## config.mk

```make
export PLATFORM = sky130hd
export DESIGN_NAME = fsi_mem
export DESIGN_NICKNAME = d
export VERILOG_FILES = /design/src/rtl/core/fsi_mem.sv
export SDC_FILE = /design/constraint.sdc
export NUM_CORES = 1
export LEC_CHECK = 0
export ABC_AREA = 1
export BUFFER_PORTS_ARGS = -buffer_cell sky130_fd_sc_hd__buf_2
export CORE_MARGIN = 3
export CORE_UTILIZATION = 55
export DETAILED_ROUTE_END_ITERATION = 6
export PLACE_DENSITY = 0.74
export SLEW_MARGIN = 40
export SYNTH_ARGS = -nofsm -noshare
export SYNTH_HDL_FRONTEND = slang
export SYNTH_SLANG_ARGS = --single-unit
export TNS_END_PERCENT = 50
```

## constraint.sdc

```tcl
create_clock -name clk -period 2 [get_ports clk]
set_input_delay 0.6 -clock clk [delete_from_list [all_inputs] [get_ports clk]]
set_output_delay 0.6 -clock clk [all_outputs]
set_load 0.05 [all_outputs]
```

## src/rtl/core/fsi_mem.sv

```systemverilog
// fsi_mem: shape word table, one write port, one read port, registered read.
// Depends on nothing.
module fsi_mem #(
	parameter int DEPTH = 32
) (
	input  logic                     clk,
	input  logic                     we,
	input  logic [$clog2(DEPTH)-1:0] waddr,
	input  logic signed [15:0]       wdata,
	input  logic [$clog2(DEPTH)-1:0] raddr,
	output logic signed [15:0]       rdata
);

	logic signed [15:0] mem [DEPTH];

	always_ff @(posedge clk) begin
		if (we)
			mem[waddr] <= wdata;
		rdata <= mem[raddr];
	end

endmodule

```

Word-level counts from Yosys, hierarchy flattened
Memory sizes are Yosys's and may differ from the RTL's. A register that Yosys moved wholly into a read port is not among the register bits. Cells that the tools add are included.

Memories: 1. ROM bits: 0. Word-level logic and storage cells: 3. Bits in registers: 0. Input port bits: 28. Output and inout port bits: 16. Bits in writable memories: 512. Bits in latches: 0.

Memories: mem (depth 32, bits a word 16, read ports 1, clocked after memory_dff 1, write ports 1, line 14) `logic signed [15:0] mem [DEPTH];`.

Equality and inequality tests: 0. Divide/modulo/power cells: 0. Add/subtract/negate cells: 0. Shift-type cells: 0. Bitwise gates (word level): 0. $mul: 0. Muxes and demuxes: 2. Reductions and logical operators: 0. $lt $le $gt $ge: 0.

Operator list (count): 1-bit 2-to-1 mux (2).

Depth between registers and ports, before layout
Word-level depth: 2. Mapped depth: 12. Gate-level depth less buffers: 9.

Least setup slack after synthesis
Ideal clock, no wire load.

Kind: input to register. From: input waddr[0]. To: memory mem[8][0] (enable). Data required time: 1612 ps. Buffers on the path: 0. Slack: 17 ps. Library setup time: 388 ps. Stages: 3. Arrival time: 1594 ps. Cells stage by stage: inv_1 nand3_1 nor2_1.

RTL lines: from (decl) (line 8) `input logic [$clog2(DEPTH)-1:0] waddr,`; to (decl) (line 14).

No word-level cell before the write port.

Worst setup path after layout
From: register rdata[4] (read register of mem). To: output rdata[4].

RTL lines: from (decl) (line 11) `output logic signed [15:0] rdata`.

No word-level cell between the ends.

==> results.toml <==
[worst_hold_path]
hp-class = "input port to register"

[route]
drt_pass1_iterations = 5
detailroute.via_count = 13900
dr.first_iter.drc_count = 1398
ant_nets = 0
remaining_drcs = 0
drt-wirelength-per-cell_um = 21.4
detail_route.wirelength_um = 51700
detail_route.vias_per_cell = 5.76

[sta]
drv_slew = 0
layout_worst_path_cycle_share_pct = 94.4
worst_slew_margin_rel_pct = 54.5
worstMarginPinSlew_ns = 0.682
timing.final.hold_violations = 0
post-route-min-period_ns = 1.89
final.setup_skew_ns = 0.0154
setup_viol_count_final = 0
maxClockFrequency_mhz = 530
finalSetupTns_ns = 0
rsz0062_at_grt = "false"
finalHoldWorstSlack_ns = 0.551

[pwr]
vdd.ir_drop.worst_uv = 896
power_per_cell_area_mw_per_mm2 = 953
total_leakage_power_nw = 8.99

[logic_synthesis]
synth.lib_cells_used.distinct = 15
synth.net_count = 1822
netlist_instances = 1794
ys_warn_count = 0
synth.yosys.seq_area_share_pct = 73.7
netlist_area_before_placement_mm2 = 0.0213
synth.ff_latch_count = 528
avgSynthCellArea_um2 = 11.9

[clocking]
cts_num_sinks = 528
cts.repair_timing.setup_buffer_count = 0
cts_tree = "done"
h_tree_level_count = 2
root_buffer_cell = "clkbuf_16"
ctsHoldBuffers = 0
post_cts_resized = 0
clock_latency_ns = 0.57
max_clock_buf_depth = 3
cts_buffers = 51
worst_setup_hold_path_clk_slew_ns = 0.06

[setup_path]
worst_path_largest_cell_delay_ns = 0.43
kind_of_cell_adding_the_most_delay_to_the_critical_path = "flip-flops"
worstPathCellList = "buf_2"
critical_path.max_fanout = 1
critPathCaptureType = "output pin"
bufs_and_invs_on_worst_path = 1
worstPathRequired_ns = 1.40
critical_path.slowest_cell = "dfxtp_1"
kind_of_start_point_of_the_critical_path = "register"
setup.worst_path.class = "register to output pin"
timing.critical_path.arrival_ns = 1.29

[cells_and_area]
drive_above_1_share_pct = 11.1
most_common_cell_after_layout_fill_and_taps_aside = "nand2_1"
final-instance-count-excl-fill = 2416
nets_finish = 1891
final_core_utilization_pct = 64.0
syn2layout_area_growth_pct = 13.9
most-common-layout-cells = "nand2_1, edfxtp_1, nand3_1"
final_cell_area_mm2 = 0.0243
diode_count = 0
layout.filler_cells = 2791

[grt]
globalRoute.busiestLayer = "met2"
all_layer_global_routing_usage_pct = 25.3
overflow_after_grt = 0
grt_first_pass_wirelength_um = 78900
global_route.usage.met3_pct = 4.07
gr-usage-met1_pct = 33.7
number_of_antenna_violations_at_the_first_check_in_global_routing = 0
number_of_global_route_vias_before_repair = 13500
use_met2_pct = 42.0
largest_net_degree_at_the_start_of_global_routing = 64

[placed_design]
place.port_buffers = 43
placed_cell_area_mm2 = 0.0227
hpwl_dp_um = 30000
place_inst = 2321
place.gp.congestion = 0.865

[floorplanning]
floorplan.io_pins = 44
area_of_the_die_mm2 = 0.0411
starting_density_pct = 56.2
design.core.area_mm2 = 0.0379
die-height_um = 203
num_rows = 71
chipWidth_um = 203

[status]
status = "finished clean"

[run]
max_cap_viol_count = 0
## final timing paths
| path | startpoint | end | slack, ns | depth (start not counted) |
|---|---|---|---|---|
| setup reg to reg | mem[27][2] | rdata[2] | 0.70 | 8 |
| hold reg to reg | mem[2][11] | rdata[11] | 0.75 | 8 |
| setup / recovery | rdata[4] | rdata[4] | 0.11 | 1 |
| hold / removal | raddr[4] | rdata[5] | 0.55 | 4 |
## layout make-up
cell class / instances / area (um^2) / share of cell area [%]
Tap cell: 511 / 639 / 2.63
Clock buffer: 67 / 1450 / 5.97
Multi-Input combinational cell: 1148 / 4830 / 19.9
Inverter: 10 / 45.0 / 0.186
Clock inverter: 28 / 164 / 0.675
Timing Repair Buffer: 124 / 1450 / 5.97
Sequential cell: 528 / 15700 / 64.7
## power by group
part	internal, mW	switching (mW)	total [mW]
registers	12.3	0.0534	12.3
logic	0.453	1.19	1.64
clock network	5.21	3.93	9.14
total	18.0	5.17	23.1
## cell families after synthesis
kind of cell / count (synthesis) / synth area share, %
simple gates: 1148 / 22.6
flops: 528 / 73.7
buf+inv: 118 / 3.77
## metrics by stage
stage | setup WS (ns) | total power, mW
after floorplan | 0.0172 | 13.6
final | 0.112 | 23.1
after global routing | 0.0954 | 23.9
after detailed placement | -0.00858 | 14.2
after global placement | -0.0204 | 14.2
after CTS | 0.0788 | 23.2
## state kept, by name, indices dropped and copies added (netlist names)
register / flops
mem: 512
rdata: 16
## cell usage after synthesis, drive strengths merged
| library cell | instances | area share, % |
|---|---|---|
| nand2 | 720 | 13 |
| edfxtp | 512 | 72 |
| nand3 | 396 | 9.3 |
| buf | 89 | 3.2 |
| nor2 | 32 | 0.56 |
| clkbuf | 19 | 0.33 |
| dfxtp | 16 | 1.5 |
| inv | 10 | 0.20 |
## layer usage
metal	vias to the layer above	routed length, um
li1	6389	-
met3	131	4660
met2	681	25400
met1	6717	19700
met4	0	1960
met5	-	0
No activity file was read; power rests on OpenSTA's default activity.
