### src/rtl/core/fsi_pkg.sv
// fsi_pkg: shared types, codes and constants of the fuzzy inference core.
// Holds the exp-table builder used at elaboration. No dependencies.
package fsi_pkg;

	// Default sizes.
	localparam int MAX_SETS_DEF  = 8;
	localparam int EXP_DEPTH_DEF = 64;

	// Iterative divider geometry, fixed by the field widths.
	localparam int DIV_NW = 64;
	localparam int DIV_DW = 48;
	localparam int DIV_QW = 16;

	// Configuration port.
	localparam int CFG_IW = 3;
	localparam int CFG_DW = 24;
	localparam logic [CFG_IW-1:0] CFG_IN_KIND  = 3'd0;
	localparam logic [CFG_IW-1:0] CFG_OUT_KIND = 3'd1;
	localparam logic [CFG_IW-1:0] CFG_IN_CNT   = 3'd2;
	localparam logic [CFG_IW-1:0] CFG_OUT_CNT  = 3'd3;
	localparam logic [CFG_IW-1:0] CFG_RULE_MAP = 3'd4;

	// Item codes.
	localparam logic OP_WRITE    = 1'b0;
	localparam logic OP_EVAL     = 1'b1;
	localparam logic SIDE_IN     = 1'b0;
	localparam logic SIDE_OUT    = 1'b1;
	localparam logic SHAPE_TRAP  = 1'b0;
	localparam logic SHAPE_GAUSS = 1'b1;

	typedef enum logic [3:0] {
		ST_IDLE,
		ST_IN_RD,
		ST_IN_SQ,
		ST_IN_CHK,
		ST_IN_DIV,
		ST_IN_LUT,
		ST_IN_RULE,
		ST_OUT_RD,
		ST_OUT_PREP,
		ST_OUT_MUL,
		ST_FIN_PREP,
		ST_FIN_CHK,
		ST_FIN_DIV,
		ST_DONE
	} state_t;

	// Gaussian degree for table index k: exp step s from a 21-term series,
	// applied k times to 1.0 in Q0.32, then reduced to Q0.16.
	function automatic logic [15:0] exp_degree(input int unsigned k, input logic [63:0] y);
		logic [63:0] term;
		logic [63:0] s;
		logic [63:0] v;
		longint      sum;
		term = 64'd1 << 32;
		sum  = longint'(term);
		for (int n = 1; n <= 20; n++) begin
			term = ((term * y) >> 32) / 64'(n);
			if ((n & 1) != 0)
				sum = sum - longint'(term);
			else
				sum = sum + longint'(term);
		end
		s = (sum < 0) ? 64'd0 : 64'(sum);
		v = 64'd1 << 32;
		for (int unsigned i = 0; i < k; i++)
			v = (v * s) >> 32;
		v = v >> 16;
		return (v > 64'd65535) ? 16'hFFFF : v[15:0];
	endfunction

endpackage

### src/rtl/core/fsi_div.sv
// fsi_div: radix-2 restoring divider, one quotient bit per cycle.
// Depends on fsi_pkg for its widths. Caller keeps num below den << DIV_QW.
module fsi_div (
	input  logic                         clk,
	input  logic                         arst_n,
	input  logic                         start,
	input  logic [fsi_pkg::DIV_NW-1:0]   num,
	input  logic [fsi_pkg::DIV_DW-1:0]   den,
	output logic                         done,
	output logic [fsi_pkg::DIV_QW-1:0]   quot
);

	localparam int NW = fsi_pkg::DIV_NW;
	localparam int QW = fsi_pkg::DIV_QW;
	localparam int CW = $clog2(QW + 1);

	logic [NW-1:0] rem_q;
	logic [NW-1:0] dsh_q;
	logic [QW-1:0] quot_q;
	logic [CW-1:0] cnt_q;
	logic          busy_q;
	logic          done_q;
	logic          ge;

	assign ge   = rem_q >= dsh_q;
	assign done = done_q;
	assign quot = quot_q;

	always_ff @(posedge clk or negedge arst_n) begin
		if (!arst_n) begin
			busy_q <= 1'b0;
			done_q <= 1'b0;
			cnt_q  <= '0;
		end else begin
			done_q <= 1'b0;
			if (start) begin
				busy_q <= 1'b1;
				cnt_q  <= CW'(QW);
			end else if (busy_q) begin
				cnt_q <= cnt_q - CW'(1);
				if (cnt_q == CW'(1)) begin
					busy_q <= 1'b0;
					done_q <= 1'b1;
				end
			end
		end
	end

	always_ff @(posedge clk) begin
		if (start) begin
			rem_q <= num;
			dsh_q <= NW'(den) << (QW - 1);
		end else if (busy_q) begin
			if (ge)
				rem_q <= rem_q - dsh_q;
			quot_q <= {quot_q[QW-2:0], ge};
			dsh_q  <= dsh_q >> 1;
		end
	end

endmodule

### config.mk
export PLATFORM = sky130hd
export DESIGN_NAME = fsi_div
export DESIGN_NICKNAME = d
export VERILOG_FILES = /design/src/rtl/core/fsi_pkg.sv /design/src/rtl/core/fsi_div.sv
export SDC_FILE = /design/constraint.sdc
export NUM_CORES = 1
export LEC_CHECK = 0
export ABC_AREA = 1
export BUFFER_PORTS_ARGS = -buffer_cell sky130_fd_sc_hd__buf_2
export CAP_MARGIN = 10
export CORE_UTILIZATION = 50
export CTS_CLUSTER_SIZE = 20
export DETAILED_ROUTE_END_ITERATION = 7
export PLACE_DENSITY = 0.7
export SETUP_SLACK_MARGIN = 0.15
export SLEW_MARGIN = 0
export SYNTH_ARGS = -nofsm -noshare
export SYNTH_HDL_FRONTEND = slang
export SYNTH_SLANG_ARGS = --single-unit
### constraint.sdc
create_clock -name clk -period 4.8 [get_ports clk]
set_input_delay 0.48 -clock clk [delete_from_list [all_inputs] [get_ports clk]]
set_output_delay 0.48 -clock clk [all_outputs]
set_load 0.05 [all_outputs]
# Yosys cells after proc, flatten, opt, wreduce, memory -nomap -nowiden
# Cells that the tools add are included.
[word_totals]
ff_bits = 150
elab_cells = 29
output_inout_bits = 17
[classes]
magnitude_cmp = 1
bitwise_logic = 1
add_sub_neg = 2
reduce_logical = 4
eq_ne = 1
n_mux = 13
[op_table]
columns = ["op", "n"]
rows = [
  ["$mux W64", 3],
  ["$mux W63", 2],
  ["$ge A64 B63 Y1", 1],
  ["$sub A64 B63 Y64", 1],
  ["$mux W5", 2],
  ["$mux W1", 6],
  ["$eq A5 B1 Y1 const B", 1],
  ["$sub A5 B1 Y5 const B", 1],
  ["$reduce_and A2 Y1", 2],
  ["$reduce_bool A2 Y1", 2],
  ["$not A1 Y1", 1],
]

# Longest topological paths before layout
[depth]
word_depth = 4
ltp_mapped = 17

# Worst setup path before layout
# Ideal clock, no wire load.
[synth_timing]
path_type = "register -> register"
from = "register rem_q[0]"
to = "register rem_q[0], enable pin"
t_arrival_ns = 2.807
path_slack_ns = 1.300
t_required_ns = 4.107
path_stages_with_launch = 17
path_buffers = 0
path_cell_list = "edfxtp_1 -> inv_1 -> ha_1 -> inv_1 -> fa_1 -> nand3_1 -> nand3_2 -> nand2_1 -> nand2_1 -> nand2_1 -> nand2_2 -> nand2_1 -> nand3_1 -> nand2_1 -> nand2_1 -> nand2_1 -> nand2_1"
[synth_between]
elab_chain_cells = 3
[synth_rtl]
columns = ["item", "line", "source"]
rows = [
  ["start: declaration", "fsi_div.sv:17", "logic [NW-1:0] rem_q;"],
  ["start signal: assignment", "fsi_div.sv:51", "rem_q <= num;"],
  ["start signal: assignment", "fsi_div.sv:55", "rem_q <= rem_q - dsh_q;"],
  ["$ge A64 B63 Y1", "fsi_div.sv:25", "assign ge = rem_q >= dsh_q;"],
  ["via ge", "fsi_div.sv:23", "logic ge;"],
  ["$reduce_bool A2 Y1 (no line)", "n/a", ""],
  ["$reduce_and A2 Y1 (no line)", "n/a", ""],
]
# The timed path passes the listed nets, and every way through them passes these cells.
# A chain may end at the register's enable or synchronous reset.

# Final worst setup path
[layout_timing]
from = "register rem_q[0]"
to = "register rem_q[41], enable pin"
# The elaborated chain is that of the path after synthesis.

==> results <==
- The pin slew with the least headroom to its limit is 0.926 ns.
- Synthesis inferred 150 register bits.
- The final weighted congestion in routability-driven placement is 0.933.
- The worst hold path terminates at dsh_q[62].
- The final critical path time including I/O delays and setup is 3.09 ns.
- The most used routing layer is met2.
- TritonCTS built the clock tree.
- In the synthesized netlist, the cells that appear most often are nand2_1, inv_1, edfxtp_1, nor2_1, nand3_1.
- The fraction of the cycle the final worst path needs is 64.4%.
- The iteration count of the initial detailed-routing pass is 5.
- The total standard cell area after synthesis is 11900 um^2.
- The share of synthesized registers carrying an async set or reset is 4.67%.
- The core region is 23400 um^2.
- The H-tree was split into 4 levels.
- After detailed routing, the number of remaining DRC violations is 0.
- The flow ran to the end, and the final reports show no timing, DRC or antenna violations.
- The post-CTS resize count is 0.
- The cell count after synthesis came out at 1818.
- Compared with the post-synthesis result, the final layout area differs by 13.5%.
- After detailed routing, the average wire length per cell comes to 15.3 um.
- The worst hold path begins at den[47].
- The number of I/O pins is 132.
- At the worst endpoint, the required time is 4.90 ns.
- Traced cell by cell, the critical path runs through inv_1 > ha_1 > inv_1 > fa_1 > nand3_1 > nand3_2 > nand2_1 > nand2_1 > nand2_1 > nand2_2 > nand2_1 > nand3_1 > nand2_1 > nand2_1 > nand2_1 > nand2_2 > buf_4.
- Using the TritonRoute via totals, the vias-per-cell ratio works out to 4.88.
- The multiplexer area fraction after synthesis is 0%.
- The via count of the first global-routing pass is 10.2k.
- The area fraction in and, or, nand and nor cells after synthesis is 35.3%.
- The largest single stage delay on the critical path is 0.45 ns.
- The initial utilization of the core area, before any placement, comes to 50.8%.
- The total of max-cap violations is 0.
- The number of antenna diodes in the final layout is 0.
- The die width is 156 um.
- The critical path class is flop to flop.
- The post-placement cell count is 2247.
- The total area of sequential cells is 4320 um^2.
- Input and output buffers added on the ports amount to 131.
- In this run the mean area of a mapped cell was 6.54 um^2.
- The maximum frequency from static timing analysis is 324 MHz.
- The number of routed nets with antenna violations is 0.
- Of the total synthesized cell area, the portion taken by full adders, half adders and majority gates is 7.01%.
- In the post-synthesis netlist, the biggest area contributors are edfxtp_1, nand2_1, inv_1.
- Yosys instantiated no cell more often than nand2_1.
- The compound-cell area share of the yosys netlist is 6.58%.
- The maximum VDD drop is 0.276 mV.
- The distinct cell type count of the synthesized netlist is 35.
- The post-synthesis cell type with the largest combined area is edfxtp_1.
- The worst-skew pair later-pin latency is 0.44 ns.
- The worst setup path is captured at a flop.
- The global routing usage on met2 is 46.7%.
- The number of hold-slack violations in the final timing report is 0.
- The clock net in this run drives a total of 150 sinks.
- The relative max-transition margin is 38.2%.
- The critical path's slowest cell is buf_4.
- Summing all multi-input logic gate instances after layout gives 6000 um^2.
- The die extent in y is 156 um.
- After routing, the total negative slack on setup checks comes to 0 ns.
- The first-iteration detailed-routing DRC count is 687.
- The filler cell count in the final layout is 2386.
- The worst hold path cell count is 3.
- The tightest min-delay check is of the input port to flop type.
- For this design the ratio of total power to cell area is 647 nW/um^2.
- Counting cells, the worst reg-to-reg path comes to 17.
- The number of flops mapped to enable cells by yosys is 128.
- The die covers 24400 um^2.
- For this run, global-route usage on met3 was measured as 4.39%.
- Setup repair after global routing left no endpoint under its margin.
- For this run the aggregate overflow at the end of global routing stands at 0.
- The portion of the post-synthesis area used by sequential elements is 36.4%.
- Of the total synthesized cell area, the portion taken by XOR and XNOR cells is 1.62%.
- By instance count, the cell type seen most on the critical path is nand2_1.
- The initial antenna violation count was 0.
- The dominant combinational cell family by area after synthesis is simple AND/OR/NAND/NOR gates.
- The number of pins exceeding their max-slew limit in the final report is 0.
- The CTS buffer count is 17.
- The number of vias after detailed routing is 11.1k.
- Entering global routing, the biggest net connects 79 pins.
- The placed wire-length estimate after detailed placement is 28300 um.
- At the end of the flow, the number of nets in the layout was 2129.
- During synthesis, Yosys emitted a total of 0 warnings.
- The buffer type at the clock tree root is clkbuf_16.
- The longest clock path from root to sink contains 2 buffers.
- The ratio of cells with drive above 1 in the final layout is 11.6%.
- The startpoint identified for the worst register-to-register timing path is rem_q[0].
- Setup violations remaining at the end of the flow were counted as 0.
- The number of rows in the core area is 56.
- For this run, the total global-route usage over all layers was measured as 29.5%.
- Summed over its instances, the top area cell type makes up 32.4% of the synthesized netlist area.
- Data on the critical path arrives at its endpoint at 3.19 ns.
- The flop-to-flop setup slack is 1.71 ns.
- STA classifies the critical path startpoint as a flop.
- The static leakage power is 7.42 nW.
- The most used flip-flop cell after synthesis is edfxtp_1.
- For this block, the routed nets add up to 34900 um of wire.
- The global-route track usage on met1 is 42.4%.
- When the netlist entered floorplanning its net count stood at 1999.
- Between clock sinks in the finished design, the worst skew comes to 0.0138 ns.
- Once layout is complete, the cells apart from fillers number 2280.
- In this run the critical register-to-register path is captured at rem_q[41].
- The clock input transition at the sequential cells of the worst setup and hold paths is 0.08 ns.
- Along the worst path, the maximum fanout reaches 26.
- The first global-routing pass estimated 54400 um of wire.
-- placed cells by master (no fill, tap or decap), types with 7 or more instances in the layout --
cell type and count:
clkbuf_16 17, nand3_1 83, edfxtp_1 128, nand2_1 740
o21ai_0 74, dfxtp_1 15, nand3b_1 9, nand2_2 21
o22ai_1 15, o21ai_1 11, nor2_2 14, buf_4 7
nand4_1 12, inv_1 383, buf_2 130, a21oi_1 51
dfrtp_1 7, xnor2_1 20, nor3_1 12, ha_1 65
nor2_1 101
-- worst max-delay path by stage --
stage / start / endpoint / cells after the start
finish: rem_q[0] / rem_q[41] / 17
global route: rem_q[54] / rem_q[38] / 12
floorplan: rem_q[0] / rem_q[0] / 16
CTS: rem_q[0] / rem_q[41] / 17
global placement: dsh_q[15] / rem_q[38] / 15
detailed placement: rem_q[0] / rem_q[38] / 17
-- cell type report --
type | instances | area share [%]
Multi-Input combinational cell | 1253 | 44.5
Sequential cell | 150 | 32.0
Inverter | 388 | 10.8
Timing Repair Buffer | 138 | 5.29
Clock buffer | 17 | 3.15
Tap cell | 319 | 2.96
Clock inverter | 15 | 1.30
-- registers in the layout, indices dropped and copies added (netlist names) --
register / cells
rem_q: 64
dsh_q: 63
quot: 16
cnt_q: 5
busy_q: 1
done: 1
-- cell families (layout without fill, tap and decap cells) --
kind of cell	count (synthesis)	after routing
AND/OR/NAND/NOR	1013	1013
XOR/XNOR	22	22
flip-flops	150	150
adder cells (fa/ha/maj)	66	66
buffers and inverters	415	558
AO/OA/AOI/OAI	152	152
-- where the power goes --
group | internal [W] | switching [W] | leakage (nW) | total, W
Sequential | 0.00192 | 0.000124 | 1.56 | 0.00204
Clock | 0.000703 | 0.000683 | 0.289 | 0.00139
Combinational | 0.00167 | 0.00362 | 5.57 | 0.00529
-- per-stage QoR --
step | area, um^2 | setup slack, ns | hold slack, ns | util [%] | total power (W)
5_1_grt | 13500 | 1.36 | 0.303 | 57.6 | 0.00948
3_3_place_gp | 12900 | 1.73 | 0.322 | 55.0 | 0.00725
3_5_place_dp | 12900 | 1.69 | 0.325 | 55.0 | 0.00731
6_report | 13500 | 1.71 | 0.300 | 57.6 | 0.00872
2_1_floorplan | 11900 | 1.30 | 0.184 | - | 0.00587
4_1_cts | 13500 | 1.67 | 0.294 | 57.6 | 0.00871
-- critical path, delay by kind of cell (launching register included) --
family / cells / cell delay, ns
flops: 1 / 0.33
simple gates: 12 / 1.38
buf+inv: 3 / 0.59
fa+ha+maj: 2 / 0.42
-- routing by layer --
metal  wire length, um  vias up
met5                 0        -
met4               538        0
met3              1830       32
met2             15200      280
met1             17300     4936
li1                  -     5867
-- timing repair --
item / in CTS / in global routing
hold endpoints to repair: 7 / 0
hold buffers: 1 / 0
buffers inserted: 0 / 0
Note: power is estimated with default switching activity, not from simulation.
